==> src/design/lfu_pkg.sv <==
`default_nettype none
package lfu_pkg;
    localparam int ENTRIES_DEF    = 16;
    localparam int COUNT_BITS_DEF = 16;
    localparam int KEY_W          = 32;
    localparam int VAL_W          = 32;
    localparam int CAP_W          = 5;
    localparam logic CMD_GET      = 1'b0;
    localparam logic CMD_PUT      = 1'b1;

    // Per-cell broadcast from the controller.
    typedef struct packed {
        logic              lookup;   // compare key, report match
        logic              do_hit;   // apply hit to matching cell
        logic              do_ins;   // install into the cell with sel_ins
        logic              is_put;
        logic              age_all;  // age every valid entry (free-slot insert)
    } lfu_ctl_t;
endpackage
`default_nettype wire

==> src/design/lfu_if.sv <==
`default_nettype none
interface lfu_in_if;
    logic        valid;
    logic        ready;
    logic        cmd;
    logic [31:0] key;
    logic [31:0] value;
    modport source (output valid, cmd, key, value, input ready);
    modport sink   (input valid, cmd, key, value, output ready);
endinterface

interface lfu_out_if;
    logic        valid;
    logic        ready;
    logic        hit;
    logic [31:0] read_value;
    modport source (output valid, hit, read_value, input ready);
    modport sink   (input valid, hit, read_value, output ready);
endinterface

interface lfu_cfg_if;
    logic       valid;
    logic       ready;
    logic [4:0] data;
    modport source (output valid, data, input ready);
    modport sink   (input valid, data, output ready);
endinterface
`default_nettype wire

==> src/design/lfu_cell.sv <==
`default_nettype none
module lfu_cell
    import lfu_pkg::*;
#(
    parameter int ENTRIES    = ENTRIES_DEF,
    parameter int COUNT_BITS = COUNT_BITS_DEF,
    parameter int RANK_W     = (ENTRIES > 1) ? $clog2(ENTRIES) : 1
)(
    input  wire logic                  clk,
    input  wire logic                  rst_n,
    input  wire lfu_ctl_t              ctl,
    input  wire logic [KEY_W-1:0]      key,
    input  wire logic [VAL_W-1:0]      value,
    input  wire logic                  sel_ins,
    input  wire logic [RANK_W-1:0]     old_rank,
    output logic                       match,
    output logic                       valid,
    output logic [VAL_W-1:0]           val_out,
    output logic [COUNT_BITS-1:0]      count,
    output logic [RANK_W-1:0]          rank
);
    logic                  valid_reg, valid_next;
    logic [KEY_W-1:0]      key_reg;
    logic [VAL_W-1:0]      val_reg;
    logic [COUNT_BITS-1:0] cnt_reg;
    logic [RANK_W-1:0]     rank_reg;
    logic                  match_reg;

    always_ff @(posedge clk or negedge rst_n) begin
        if (!rst_n) begin
            valid_reg <= 1'b0;
            match_reg <= 1'b0;
        end else begin
            valid_reg <= valid_next;
            if (ctl.lookup) begin
                match_reg <= valid_reg && (key_reg == key);
            end
        end
    end

    always_comb begin
        valid_next = valid_reg;
        if (ctl.do_ins && sel_ins) begin
            valid_next = 1'b1;
        end
    end

    always_ff @(posedge clk) begin
        if (ctl.do_hit && match_reg) begin
            if (ctl.is_put) begin
                val_reg <= value;
            end
            if (cnt_reg != {COUNT_BITS{1'b1}}) begin
                cnt_reg <= cnt_reg + 1'b1;
            end
            rank_reg <= '0;
        end else if (ctl.do_ins && sel_ins) begin
            key_reg  <= key;
            val_reg  <= value;
            cnt_reg  <= {{(COUNT_BITS-1){1'b0}}, 1'b1};
            rank_reg <= '0;
        end else if ((ctl.do_hit || ctl.do_ins) && valid_reg &&
                     (ctl.age_all || rank_reg < old_rank)) begin
            rank_reg <= rank_reg + 1'b1;
        end
    end

    assign match   = match_reg;
    assign valid   = valid_reg;
    assign val_out = val_reg;
    assign count   = cnt_reg;
    assign rank    = rank_reg;
endmodule
`default_nettype wire

==> src/design/lfu_cache_lru_tiebreak.sv <==
`default_nettype none
// Channel | Dir | Payload                     | Handshake
// in_ch   | in  | cmd, key, value             | valid/ready
// out_ch  | out | hit, read_value             | valid/ready
// cfg_ch  | in  | data (capacity, 5 bits)     | valid/ready
// An item runs through compare, decide, update and output, and the block takes
// the next beat only once it is back in its idle state. The result is offered in the
// output state after the update step; a get, a put hit or a put into a free entry
// goes from decide straight to update.
// A put miss with no free entry within capacity adds a victim scan that walks the
// cell row one entry per cycle before the update.
// Reset clears all valid bits, occupancy and capacity to its reset value.
// A result waits in the output register; the input stays closed until taken.
module lfu_cache_lru_tiebreak
    import lfu_pkg::*;
#(
    parameter int ENTRIES    = ENTRIES_DEF,
    parameter int COUNT_BITS = COUNT_BITS_DEF
)(
    input  wire logic   clk,
    input  wire logic   rst_n,
    lfu_in_if.sink      in_ch,
    lfu_out_if.source   out_ch,
    lfu_cfg_if.sink     cfg_ch
);
    localparam int RANK_W = (ENTRIES > 1) ? $clog2(ENTRIES) : 1;
    localparam int IDX_W  = (ENTRIES > 1) ? $clog2(ENTRIES) : 1;
    localparam int OCC_W  = $clog2(ENTRIES + 1);
    localparam int SCN_W  = $clog2(ENTRIES + 1);

    localparam logic [2:0] ST_IDLE = 3'd0;
    localparam logic [2:0] ST_LOOK = 3'd1;
    localparam logic [2:0] ST_DEC  = 3'd2;
    localparam logic [2:0] ST_SCAN = 3'd3;
    localparam logic [2:0] ST_UPD  = 3'd4;
    localparam logic [2:0] ST_OUT  = 3'd5;

    logic [2:0]         state_reg, state_next;
    logic [CAP_W-1:0]   cap_reg;
    logic [OCC_W-1:0]   occ_reg;
    logic               cmd_reg;
    logic [KEY_W-1:0]   key_reg;
    logic [VAL_W-1:0]   val_reg;
    logic               hit_reg;
    logic [VAL_W-1:0]   rd_reg;
    logic [SCN_W-1:0]   scan_reg;
    logic [IDX_W-1:0]   slot_reg;
    logic               slot_ok_reg;
    logic               age_reg;
    logic [RANK_W-1:0]  orank_reg;
    logic               upd_hit_reg;
    logic               upd_ins_reg;

    lfu_ctl_t                         ctl;
    logic [ENTRIES-1:0]               match, valid, sel;
    logic [VAL_W-1:0]                 vals  [ENTRIES];
    logic [COUNT_BITS-1:0]            cnts  [ENTRIES];
    logic [RANK_W-1:0]                ranks [ENTRIES];

    // Effective capacity is the configured one clipped to the built size.
    logic [OCC_W:0] cap_eff;
    assign cap_eff = ({{(OCC_W+1){1'b0}}, cap_reg} > (OCC_W+1+CAP_W)'(ENTRIES))
                     ? (OCC_W+1)'(ENTRIES) : (OCC_W+1)'(cap_reg);

    // Hit value, hit rank and free slot: one-hot mux and priority search over the row.
    logic [VAL_W-1:0]  hit_val;
    logic [RANK_W-1:0] hit_rank;
    logic              any_match;
    logic [IDX_W-1:0]  free_idx;
    logic              free_ok;
    always_comb begin
        hit_val   = '0;
        hit_rank  = '0;
        any_match = 1'b0;
        free_idx  = '0;
        free_ok   = 1'b0;
        for (int i = ENTRIES - 1; i >= 0; i--) begin
            if (match[i]) begin
                hit_val   = vals[i];
                hit_rank  = ranks[i];
                any_match = 1'b1;
            end
            if (!valid[i]) begin
                free_idx = IDX_W'(i);
                free_ok  = 1'b1;
            end
        end
    end

    // The scan visits one cell per cycle.
    logic [IDX_W-1:0]      scan_idx;
    logic                  better;
    assign scan_idx = scan_reg[IDX_W-1:0];
    assign better = valid[scan_idx] && (!slot_ok_reg ||
                    cnts[scan_idx] < cnts[slot_reg] ||
                    (cnts[scan_idx] == cnts[slot_reg] &&
                     ranks[scan_idx] > ranks[slot_reg]));

    always_comb begin
        ctl         = '0;
        ctl.lookup  = (state_reg == ST_LOOK);
        ctl.do_hit  = (state_reg == ST_UPD) && upd_hit_reg;
        ctl.do_ins  = (state_reg == ST_UPD) && upd_ins_reg;
        ctl.is_put  = cmd_reg;
        ctl.age_all = age_reg;
    end

    always_comb begin
        for (int i = 0; i < ENTRIES; i++) begin
            sel[i] = (slot_reg == IDX_W'(i));
        end
    end

    for (genvar g = 0; g < ENTRIES; g++) begin : g_cell
        lfu_cell #(.ENTRIES(ENTRIES), .COUNT_BITS(COUNT_BITS)) u_cell (
            .clk      (clk),
            .rst_n    (rst_n),
            .ctl      (ctl),
            .key      (key_reg),
            .value    (val_reg),
            .sel_ins  (sel[g]),
            .old_rank (orank_reg),
            .match    (match[g]),
            .valid    (valid[g]),
            .val_out  (vals[g]),
            .count    (cnts[g]),
            .rank     (ranks[g])
        );
    end

    assign in_ch.ready   = (state_reg == ST_IDLE);
    assign cfg_ch.ready  = 1'b1;
    assign out_ch.valid  = (state_reg == ST_OUT);
    assign out_ch.hit    = hit_reg;
    assign out_ch.read_value = rd_reg;

    always_comb begin
        state_next = state_reg;
        unique case (state_reg)
            ST_IDLE: if (in_ch.valid) state_next = ST_LOOK;
            ST_LOOK: state_next = ST_DEC;
            ST_DEC: begin
                if (cmd_reg == CMD_GET || any_match || cap_eff == '0) begin
                    state_next = ST_UPD;
                end else if ((OCC_W+1)'(occ_reg) < cap_eff && free_ok) begin
                    state_next = ST_UPD;
                end else begin
                    state_next = ST_SCAN;
                end
            end
            ST_SCAN: if (scan_reg == SCN_W'(ENTRIES - 1)) state_next = ST_UPD;
            ST_UPD:  state_next = ST_OUT;
            ST_OUT:  if (out_ch.ready) state_next = ST_IDLE;
            default: state_next = ST_IDLE;
        endcase
    end

    always_ff @(posedge clk or negedge rst_n) begin
        if (!rst_n) begin
            state_reg   <= ST_IDLE;
            cap_reg     <= CAP_W'(16);
            occ_reg     <= '0;
            upd_hit_reg <= 1'b0;
            upd_ins_reg <= 1'b0;
            slot_ok_reg <= 1'b0;
            age_reg     <= 1'b0;
        end else begin
            state_reg <= state_next;
            if (cfg_ch.valid) begin
                cap_reg <= cfg_ch.data;
            end
            unique case (state_reg)
                ST_IDLE: begin
                    upd_hit_reg <= 1'b0;
                    upd_ins_reg <= 1'b0;
                    slot_ok_reg <= 1'b0;
                    age_reg     <= 1'b0;
                end
                ST_DEC: begin
                    if (cmd_reg == CMD_GET) begin
                        upd_hit_reg <= any_match;
                    end else if (cap_eff == '0) begin
                        upd_hit_reg <= 1'b0;
                    end else if (any_match) begin
                        upd_hit_reg <= 1'b1;
                    end else if ((OCC_W+1)'(occ_reg) < cap_eff && free_ok) begin
                        upd_ins_reg <= 1'b1;
                        age_reg     <= 1'b1;
                        occ_reg     <= occ_reg + 1'b1;
                    end else begin
                        upd_ins_reg <= 1'b1;
                    end
                end
                ST_SCAN: begin
                    if (better) slot_ok_reg <= 1'b1;
                end
                default: ;
            endcase
        end
    end

    // Payload and scan datapath.
    always_ff @(posedge clk) begin
        if (in_ch.valid && in_ch.ready) begin
            cmd_reg  <= in_ch.cmd;
            key_reg  <= in_ch.key;
            val_reg  <= in_ch.value;
            scan_reg <= '0;
        end
        if (state_reg == ST_DEC) begin
            hit_reg   <= any_match;
            rd_reg    <= (cmd_reg == CMD_PUT) ? '0 : (any_match ? hit_val : '1);
            slot_reg  <= free_idx;
            orank_reg <= hit_rank;
        end
        if (state_reg == ST_SCAN) begin
            scan_reg <= scan_reg + 1'b1;
            if (better) begin
                slot_reg  <= scan_idx;
                orank_reg <= ranks[scan_idx];
            end
        end
    end

    // At most one cell holds a given key.
    a_one_match: assert property (@(posedge clk) disable iff (!rst_n)
        state_reg == ST_DEC |-> $onehot0(match))
        else $error("multiple cells matched one key");
    // Occupancy equals the number of valid cells.
    a_occ: assert property (@(posedge clk) disable iff (!rst_n)
        state_reg == ST_IDLE |-> $countones(valid) == int'(occ_reg))
        else $error("occupancy out of step with valid bits");
    // A result is presented in the cycle after the update step.
    a_out: assert property (@(posedge clk) disable iff (!rst_n)
        state_reg == ST_UPD |=> out_ch.valid)
        else $error("result not presented after update");
endmodule
`default_nettype wire

==> src/flat_wrapper.sv <==
// flat-port wrapper written by rule: the top's interface ports become plain ports
module lfu_cache_lru_tiebreak_flat import lfu_pkg::*;
#(
    parameter int ENTRIES    = ENTRIES_DEF,
    parameter int COUNT_BITS = COUNT_BITS_DEF
)
  (clk, rst_n, in_ch_valid, in_ch_cmd, in_ch_key, in_ch_value, in_ch_ready, out_ch_valid, out_ch_hit, out_ch_read_value, out_ch_ready, cfg_ch_valid, cfg_ch_data, cfg_ch_ready);
  lfu_in_if in_ch_i ();
  lfu_out_if out_ch_i ();
  lfu_cfg_if cfg_ch_i ();
  input  wire logic clk;
  input  wire logic rst_n;
  input wire logic [$bits(in_ch_i.valid)-1:0] in_ch_valid;
  input wire logic [$bits(in_ch_i.cmd)-1:0] in_ch_cmd;
  input wire logic [$bits(in_ch_i.key)-1:0] in_ch_key;
  input wire logic [$bits(in_ch_i.value)-1:0] in_ch_value;
  output wire logic [$bits(in_ch_i.ready)-1:0] in_ch_ready;
  output wire logic [$bits(out_ch_i.valid)-1:0] out_ch_valid;
  output wire logic [$bits(out_ch_i.hit)-1:0] out_ch_hit;
  output wire logic [$bits(out_ch_i.read_value)-1:0] out_ch_read_value;
  input wire logic [$bits(out_ch_i.ready)-1:0] out_ch_ready;
  input wire logic [$bits(cfg_ch_i.valid)-1:0] cfg_ch_valid;
  input wire logic [$bits(cfg_ch_i.data)-1:0] cfg_ch_data;
  output wire logic [$bits(cfg_ch_i.ready)-1:0] cfg_ch_ready;
  assign in_ch_i.valid = in_ch_valid;
  assign in_ch_i.cmd = in_ch_cmd;
  assign in_ch_i.key = in_ch_key;
  assign in_ch_i.value = in_ch_value;
  assign in_ch_ready = in_ch_i.ready;
  assign out_ch_valid = out_ch_i.valid;
  assign out_ch_hit = out_ch_i.hit;
  assign out_ch_read_value = out_ch_i.read_value;
  assign out_ch_i.ready = out_ch_ready;
  assign cfg_ch_i.valid = cfg_ch_valid;
  assign cfg_ch_i.data = cfg_ch_data;
  assign cfg_ch_ready = cfg_ch_i.ready;
  lfu_cache_lru_tiebreak #(.ENTRIES(ENTRIES), .COUNT_BITS(COUNT_BITS)) u_core (.clk(clk), .rst_n(rst_n), .in_ch(in_ch_i), .out_ch(out_ch_i), .cfg_ch(cfg_ch_i));
endmodule
==> config.mk <==
export PLATFORM = sky130hd
export DESIGN_NAME = lfu_cache_lru_tiebreak_flat
export DESIGN_NICKNAME = d
export VERILOG_FILES = /design/src/design/lfu_pkg.sv /design/src/design/lfu_if.sv /design/src/design/lfu_cell.sv /design/src/design/lfu_cache_lru_tiebreak.sv /design/src/flat_wrapper.sv
export SDC_FILE = /design/constraint.sdc
export NUM_CORES = 2
export LEC_CHECK = 0
export BUFFER_PORTS_ARGS = -buffer_cell sky130_fd_sc_hd__buf_2
export CAP_MARGIN = 30
export CORE_MARGIN = 1
export CORE_UTILIZATION = 60
export DETAILED_ROUTE_END_ITERATION = 8
export PLACE_DENSITY = 0.86
export SETUP_SLACK_MARGIN = 0.4
export SLEW_MARGIN = 20
export SYNTH_ARGS = -nofsm -noshare
export SYNTH_HDL_FRONTEND = slang
export SYNTH_SLANG_ARGS = --single-unit
==> constraint.sdc <==
create_clock -name clk -period 5.7 [get_ports clk]
set_input_delay 0.57 -clock clk [delete_from_list [all_inputs] [get_ports clk]]
set_output_delay 0.57 -clock clk [all_outputs]
set_load 0.05 [all_outputs]
# Word level (Yosys, flattened, before mapping)
# Index checks and enable logic that the tools add are counted.
# totals
in_bits	75
wordCells	690
ff_bits	1504
# classes
addsub	34
order_cmp	23
muxes	206
n_eq_ne	95
n_reduce_logical	200
bitwise	21
# op_table
operator	count
$mux W32	50
$mux W16	52
$eq A32 B32 Y1	16
$add A16 B1 Y16 const B	16
$ne A16 B16 Y1 const B	16
$mux W4	42
$bmux W16 S4	2
$reduce_and A2 Y1	50
$logic_and A1 B1 Y1	86
$ne A2 B1 Y1 const B	37
$add A4 B1 Y4 const B	16
$lt A4 B4 Y1	16
$mux W1	44
$reduce_bool A2 Y1	19
$bmux W4 S4	2
$eq A4 B4 Y1 const B	8
$reduce_or A2 Y1	16
$logic_or A1 B1 Y1	21
$not A1 Y1	19
$pmux W3 S6	1
$eq A16 B16 Y1	1
$eq A4 B3 Y1 const B	4
$lt A16 B16 Y1	1
$mux W3	5
other kinds (25)	39

# Longest topological paths before layout
# logic_depth
depth_word	22
ltp_mapped	14

# Modules after synthesis
# From an unflattened synthesis, not the netlist that was laid out.
# unflattened
hier_cells	4864
hier_area_um2	69570.5
# modules_own_cells
mod	n_inst	cells_per_inst	area_each_um2
lfu_cell at u_core.g_cell[0].u_cell ...	15	221	3433.3
lfu_cache_lru_tiebreak	1	1327	14636.5
lfu_cell at u_core.g_cell[9].u_cell	1	222	3434.5

# Worst setup path before layout
# Ideal clock, no wire load.
# synth_path
path_type	register to register
start	reg u_core.state_reg[0]
end	reg u_core.g_cell[14].u_cell.val_reg[0] (enable)
synth_period_minus_slack_ps	4230
setup_ps	377
setup_slack_ps	1470
n_path_buf	1
path_stages_with_launch	8
arrival_ps	3853
cell_sequence	dfrtp_1 > nor3b_1 > clkbuf_1 > nand2_1 > nor3b_2 > nand3_1 > a21oi_1 > a31o_2
# synth_via
elab_chain_len	5
# synth_lines
item	line	text
start: declaration	lfu_cache_lru_tiebreak.sv:38	logic [2:0] state_reg, state_next;
start signal: assignment	lfu_cache_lru_tiebreak.sv:168	state_reg <= state_next;
$eq A3 B3 Y1 (*)	lfu_cache_lru_tiebreak.sv:102, lfu_cache_lru_tiebreak.sv:103	
$logic_and A1 B1 Y1 (on tied branches)	lfu_cache_lru_tiebreak.sv:102, lfu_cache_lru_tiebreak.sv:103	
$logic_and A1 B1 Y1 (on tied branches)	lfu_cell.sv:49, lfu_cell.sv:57	
$ne A2 B1 Y1 (no source line) or $reduce_bool A2 Y1 (tied branches)	-	
$reduce_and A2 Y1 (no source line) (*)	-	
end signal: assignment	lfu_cell.sv:51	val_reg <= value;
end signal: assignment	lfu_cell.sv:59	val_reg <= value;
end: declaration	lfu_cell.sv:24	logic [VAL_W-1:0] val_reg;
# Mark *: on every way between the ends. The rest lies on a longest branch, timed or not.
# A chain may end at the register's enable or synchronous reset.

# Worst setup path in the final report
# layout_path
start	reg u_core.slot_reg[0]
end	reg u_core.slot_reg[1]
# layout_via
elab_chain_len	10
# layout_lines
item	line	text
start: declaration	lfu_cache_lru_tiebreak.sv:47	logic [IDX_W-1:0] slot_reg;
start signal: assignment	lfu_cache_lru_tiebreak.sv:213	slot_reg <= free_idx;
start signal: assignment	lfu_cache_lru_tiebreak.sv:219	slot_reg <= scan_idx;
$not A4 Y5 (implied by the code) (*)	lfu_cache_lru_tiebreak.sv:95, lfu_cache_lru_tiebreak.sv:96, lfu_cache_lru_tiebreak.sv:97	
$bmux W16 S4 or $bmux W4 S4 (tied branches)	lfu_cache_lru_tiebreak.sv:95, lfu_cache_lru_tiebreak.sv:96, lfu_cache_lru_tiebreak.sv:97	
$mux W16 (implied by the code) or $mux W4 (tied branches) (2 in series)	lfu_cache_lru_tiebreak.sv:95, lfu_cache_lru_tiebreak.sv:96, lfu_cache_lru_tiebreak.sv:97	
$lt A16 B16 Y1 (tied with other cells)	lfu_cache_lru_tiebreak.sv:95	cnts[scan_idx] < cnts[slot_reg] ||
$logic_or A1 B1 Y1 or $logic_and A1 B1 Y1 (tied branches)	lfu_cache_lru_tiebreak.sv:94, lfu_cache_lru_tiebreak.sv:96	
$logic_or A1 B1 Y1 (*)	lfu_cache_lru_tiebreak.sv:95	
$logic_and A1 B1 Y1 (*)	lfu_cache_lru_tiebreak.sv:94	assign better = valid[scan_idx] && (!slot_ok_reg ||
$mux W4 (*)	lfu_cache_lru_tiebreak.sv:218	if (better) begin
$mux W4 (*)	lfu_cache_lru_tiebreak.sv:216	if (state_reg == ST_SCAN) begin
# Mark *: on every way between the ends. The rest lies on a longest branch, timed or not. The select of a mux whose other input is x is not followed.

==> flow_summary.yaml <==
setup_path:
  timing.rr.start: "u_core.slot_reg[0]"
  critical_path.cell_chain: "mux4_2 -> mux4_2 -> inv_1 -> ha_1 -> and3_1 -> a221o_1 -> a221oi_1 -> o21ai_1 -> a311o_1 -> mux2_4"
  crit_type: "reg2reg"
  critPathRequiredTime_ns: 6.37
  cpPeakStageDelay_ns: 0.93
  critPathLaunchType: "flop"
  critical_path_buf_inv_count: 1
  cp-startpoint: "u_core.slot_reg[0]"
  crit_path_frequent_cell: "mux4_2"
  critPathMaxFanout: 45
  crit_slowest_cell: "dfxtp_4"
  cp.arrival_ns: 5.31
  crit_family: "compound AO/OA/AOI/OAI gates"
  crit_path_end_kind: "flop"
final_layout:
  multi_input_area_um2: 24680
  seqCellArea_um2: 44220
  layout.nets: 5386
  design_area_um2: 78490
  drive_above_1_share_pct: 13.66
  finalNonFillerCells: 6852
  area_growth_pct: 11.88
  nFillCells: 7216
logic_synthesis:
  synth_async_sr_flop_share_pct: 3.258
  syn_area_per_cell_um2: 13.99
  synth_seq_area_share_pct: 63.00
  synthCells: 5015
  synth-seq-cells: 1504
  syn_area_um2: 70160
  netlist_top_cells_area: "edfxtp_1, mux4_2, xor2_1"
  yosys_warnings: 0
  synth_top_area_share_pct: 59.20
  ys_top_cells_by_count: "edfxtp_1, xor2_1, nor2_1"
  synth_nets: 5197
  synth_edf_count: 1383
  ys_types: 77
  synth_top_cell_by_area: "edfxtp_1"
  yosysMostFrequentCell: "edfxtp_1"
  synthFlopType: "edfxtp_1"
timing:
  worst_slew_margin_rel_pct: 28.06
  drv_slew: 0
  rsz0062_at_grt: "false"
  fmaxAchievable_ghz: 0.2155
  setup_viol: 0
  finalSetupTns_ns: 0
  final-hold-violation-count: 0
  layout_setup_ws_ns: 1.059
  period_share_pct: 81.42
  min_period_ns: 4.641
  skew_ns: 0.04166
  worst_pin_slew_ns: 1.079
drt:
  drtPass1Iterations: 8
  antenna_left: 0
  drcViolationCount: 0
  drtIter0Drc: 7417
  wirelength_um: 209000
  vias_per_cell: 7.035
  wl_per_cell_um: 30.50
  vias: 48204
global_route:
  grt_max_degree: 74
  first_global_vias: 47737
  overflow: 0
  antenna_found_initial: 7
  grtUsageTotal_pct: 35.00
  grt_pass1_wl_um: 303000
clocking:
  cts_max_path_buffers: 3
  htree_levels: 4
  clock_sinks: 1504
  worstSkewPairLatency_ns: 0.80
  cts_root_buf: "clkbuf_16"
  postCtsSetupRepairBufs: 0
  cts.clk_slew.worst_paths_ns: 0.07
  cts_made_buffers: 150
  cts_tree: "built"
placement:
  placed_cells: 6498
  io_buffers: 109
  hpwl_um: 129100
  gp_congestion: 1.005
  place_ws_ns: 1.097
  placed_area_um2: 72760
floorplan:
  core_um2: 116000
  pin_count: 111
  fp.dieW_um: 344.0
  start_util_pct: 60.45
  num_rows: 125
  dieArea_um2: 118300
  die_h_um: 344.0
min_path:
  hp-start: "cfg_ch_data[4]"
  hp-class: "in2reg"
pwr:
  cellPowerDensity_nw_per_um2: 345.5
  peakVddDrop_mv: 0.4074
  p_leak_nw: 26.18
outcome:
  status: "complete, no violations"
run:
  cap_violations: 0
worst reg2reg max path, delay by kind of cell (launching register included):
| family | cells | cell delay (ns) |
|---|---|---|
| and+or+nand+nor | 1 | 0.25 |
| buffers and inverters | 1 | 0.07 |
| muxes | 3 | 1.53 |
| adders and majority gates | 1 | 0.23 |
| AOI/OAI and AO/OA | 4 | 1.51 |
| DFF | 1 | 0.93 |
stage by stage:
| stage | power (mW) | utilization [%] | hold slack [ns] |
|---|---|---|---|
| final | 27.12 | 67.64 | 0.1055 |
| after global routing | 27.78 | 67.63 | 0.09431 |
| after CTS | 26.99 | 67.51 | 0.06715 |
| after detailed placement | 17.24 | 62.70 | 0.4712 |
| after global placement | 17.10 | 62.50 | 0.4707 |
| after floorplan | 15.98 | - | 0.2744 |
placed cells by master (no fill, tap or decap), types with 39 or more instances in the layout:
| master | count |
|---|---|
| edfxtp_1 | 1383 |
| xor2_1 | 388 |
| xnor2_1 | 361 |
| nor2_1 | 359 |
| nand2_1 | 270 |
| mux4_2 | 204 |
| clkbuf_16 | 155 |
| a21oi_1 | 153 |
| nand3_1 | 140 |
| nand4_1 | 138 |
| buf_4 | 111 |
| buf_2 | 109 |
| o21ai_0 | 108 |
| ha_1 | 107 |
| and3_1 | 83 |
| nor4_1 | 82 |
| inv_1 | 72 |
| dlygate4sd3_1 | 70 |
| a221oi_1 | 69 |
| dfxtp_1 | 69 |
| nor3_1 | 56 |
| o22ai_1 | 56 |
| o211ai_1 | 48 |
| or3_1 | 43 |
| a21o_1 | 41 |
| nand2b_1 | 40 |
| dfrtp_1 | 39 |
power breakdown:
part           leakage [nW]  internal (mW)  switching [mW]  total (mW)
sequential             14.2           12.7           0.658        13.3
clock                  2.39           5.57            4.33        9.90
combinational          9.61           1.58            2.32        3.90
per-layer routing:
| metal | wire length [µm] | part of all wire [%] | GRT usage, % |
|---|---|---|---|
| met1 | 70790 | 34 | 44.55 |
| met2 | 96000 | 46 | 54.31 |
| met3 | 28120 | 13 | 9.204 |
| met4 | 14010 | 6.7 | 20.81 |
| met5 | 52 | 0.025 | 0 |
layout make-up:
class | count | area share (%)
Sequential cell | 1504 | 56.34
Multi-Input combinational cell | 3158 | 31.44
Clock buffer | 191 | 5.203
Timing Repair Buffer | 310 | 3.169
Tap cell | 1524 | 2.429
Clock inverter | 81 | 1.022
Inverter | 80 | 0.3842
Antenna cell | 4 | 0.01275
path summary, 6_finish.rpt:
| kind | to | slack, ns | cells after the start |
|---|---|---|---|
| max | u_core.slot_reg[1] | 1.06 | 10 |
| min reg2reg | u_core.occ_reg[4] | 0.49 | 1 |
| min | u_core.cap_reg[4] | 0.11 | 3 |
| min in group asynchronous | u_core.cap_reg[1] | 0.46 | 3 |
| max in group asynchronous | u_core.g_cell[6].u_cell.match | 4.61 | 3 |
| max reg2reg | u_core.slot_reg[1] | 1.06 | 10 |
timing repair:
action,4_1_cts,5_1_grt
gates resized for setup,0,0
hold buffers,70,0
hold endpoints to repair,117,0
cell families after synthesis:
logic type	count (synthesis)	share of synthesized area (%)
AOI/OAI and AO/OA	730	7.164
xor gates and xnor gates	749	9.350
adders and majority gates	107	1.908
buffers and inverters	353	2.049
DFF	1504	63.00
muxes	236	7.071
other	1	0.005345
and+or+nand+nor	1335	9.452
No activity file was read; power rests on OpenSTA's default activity.
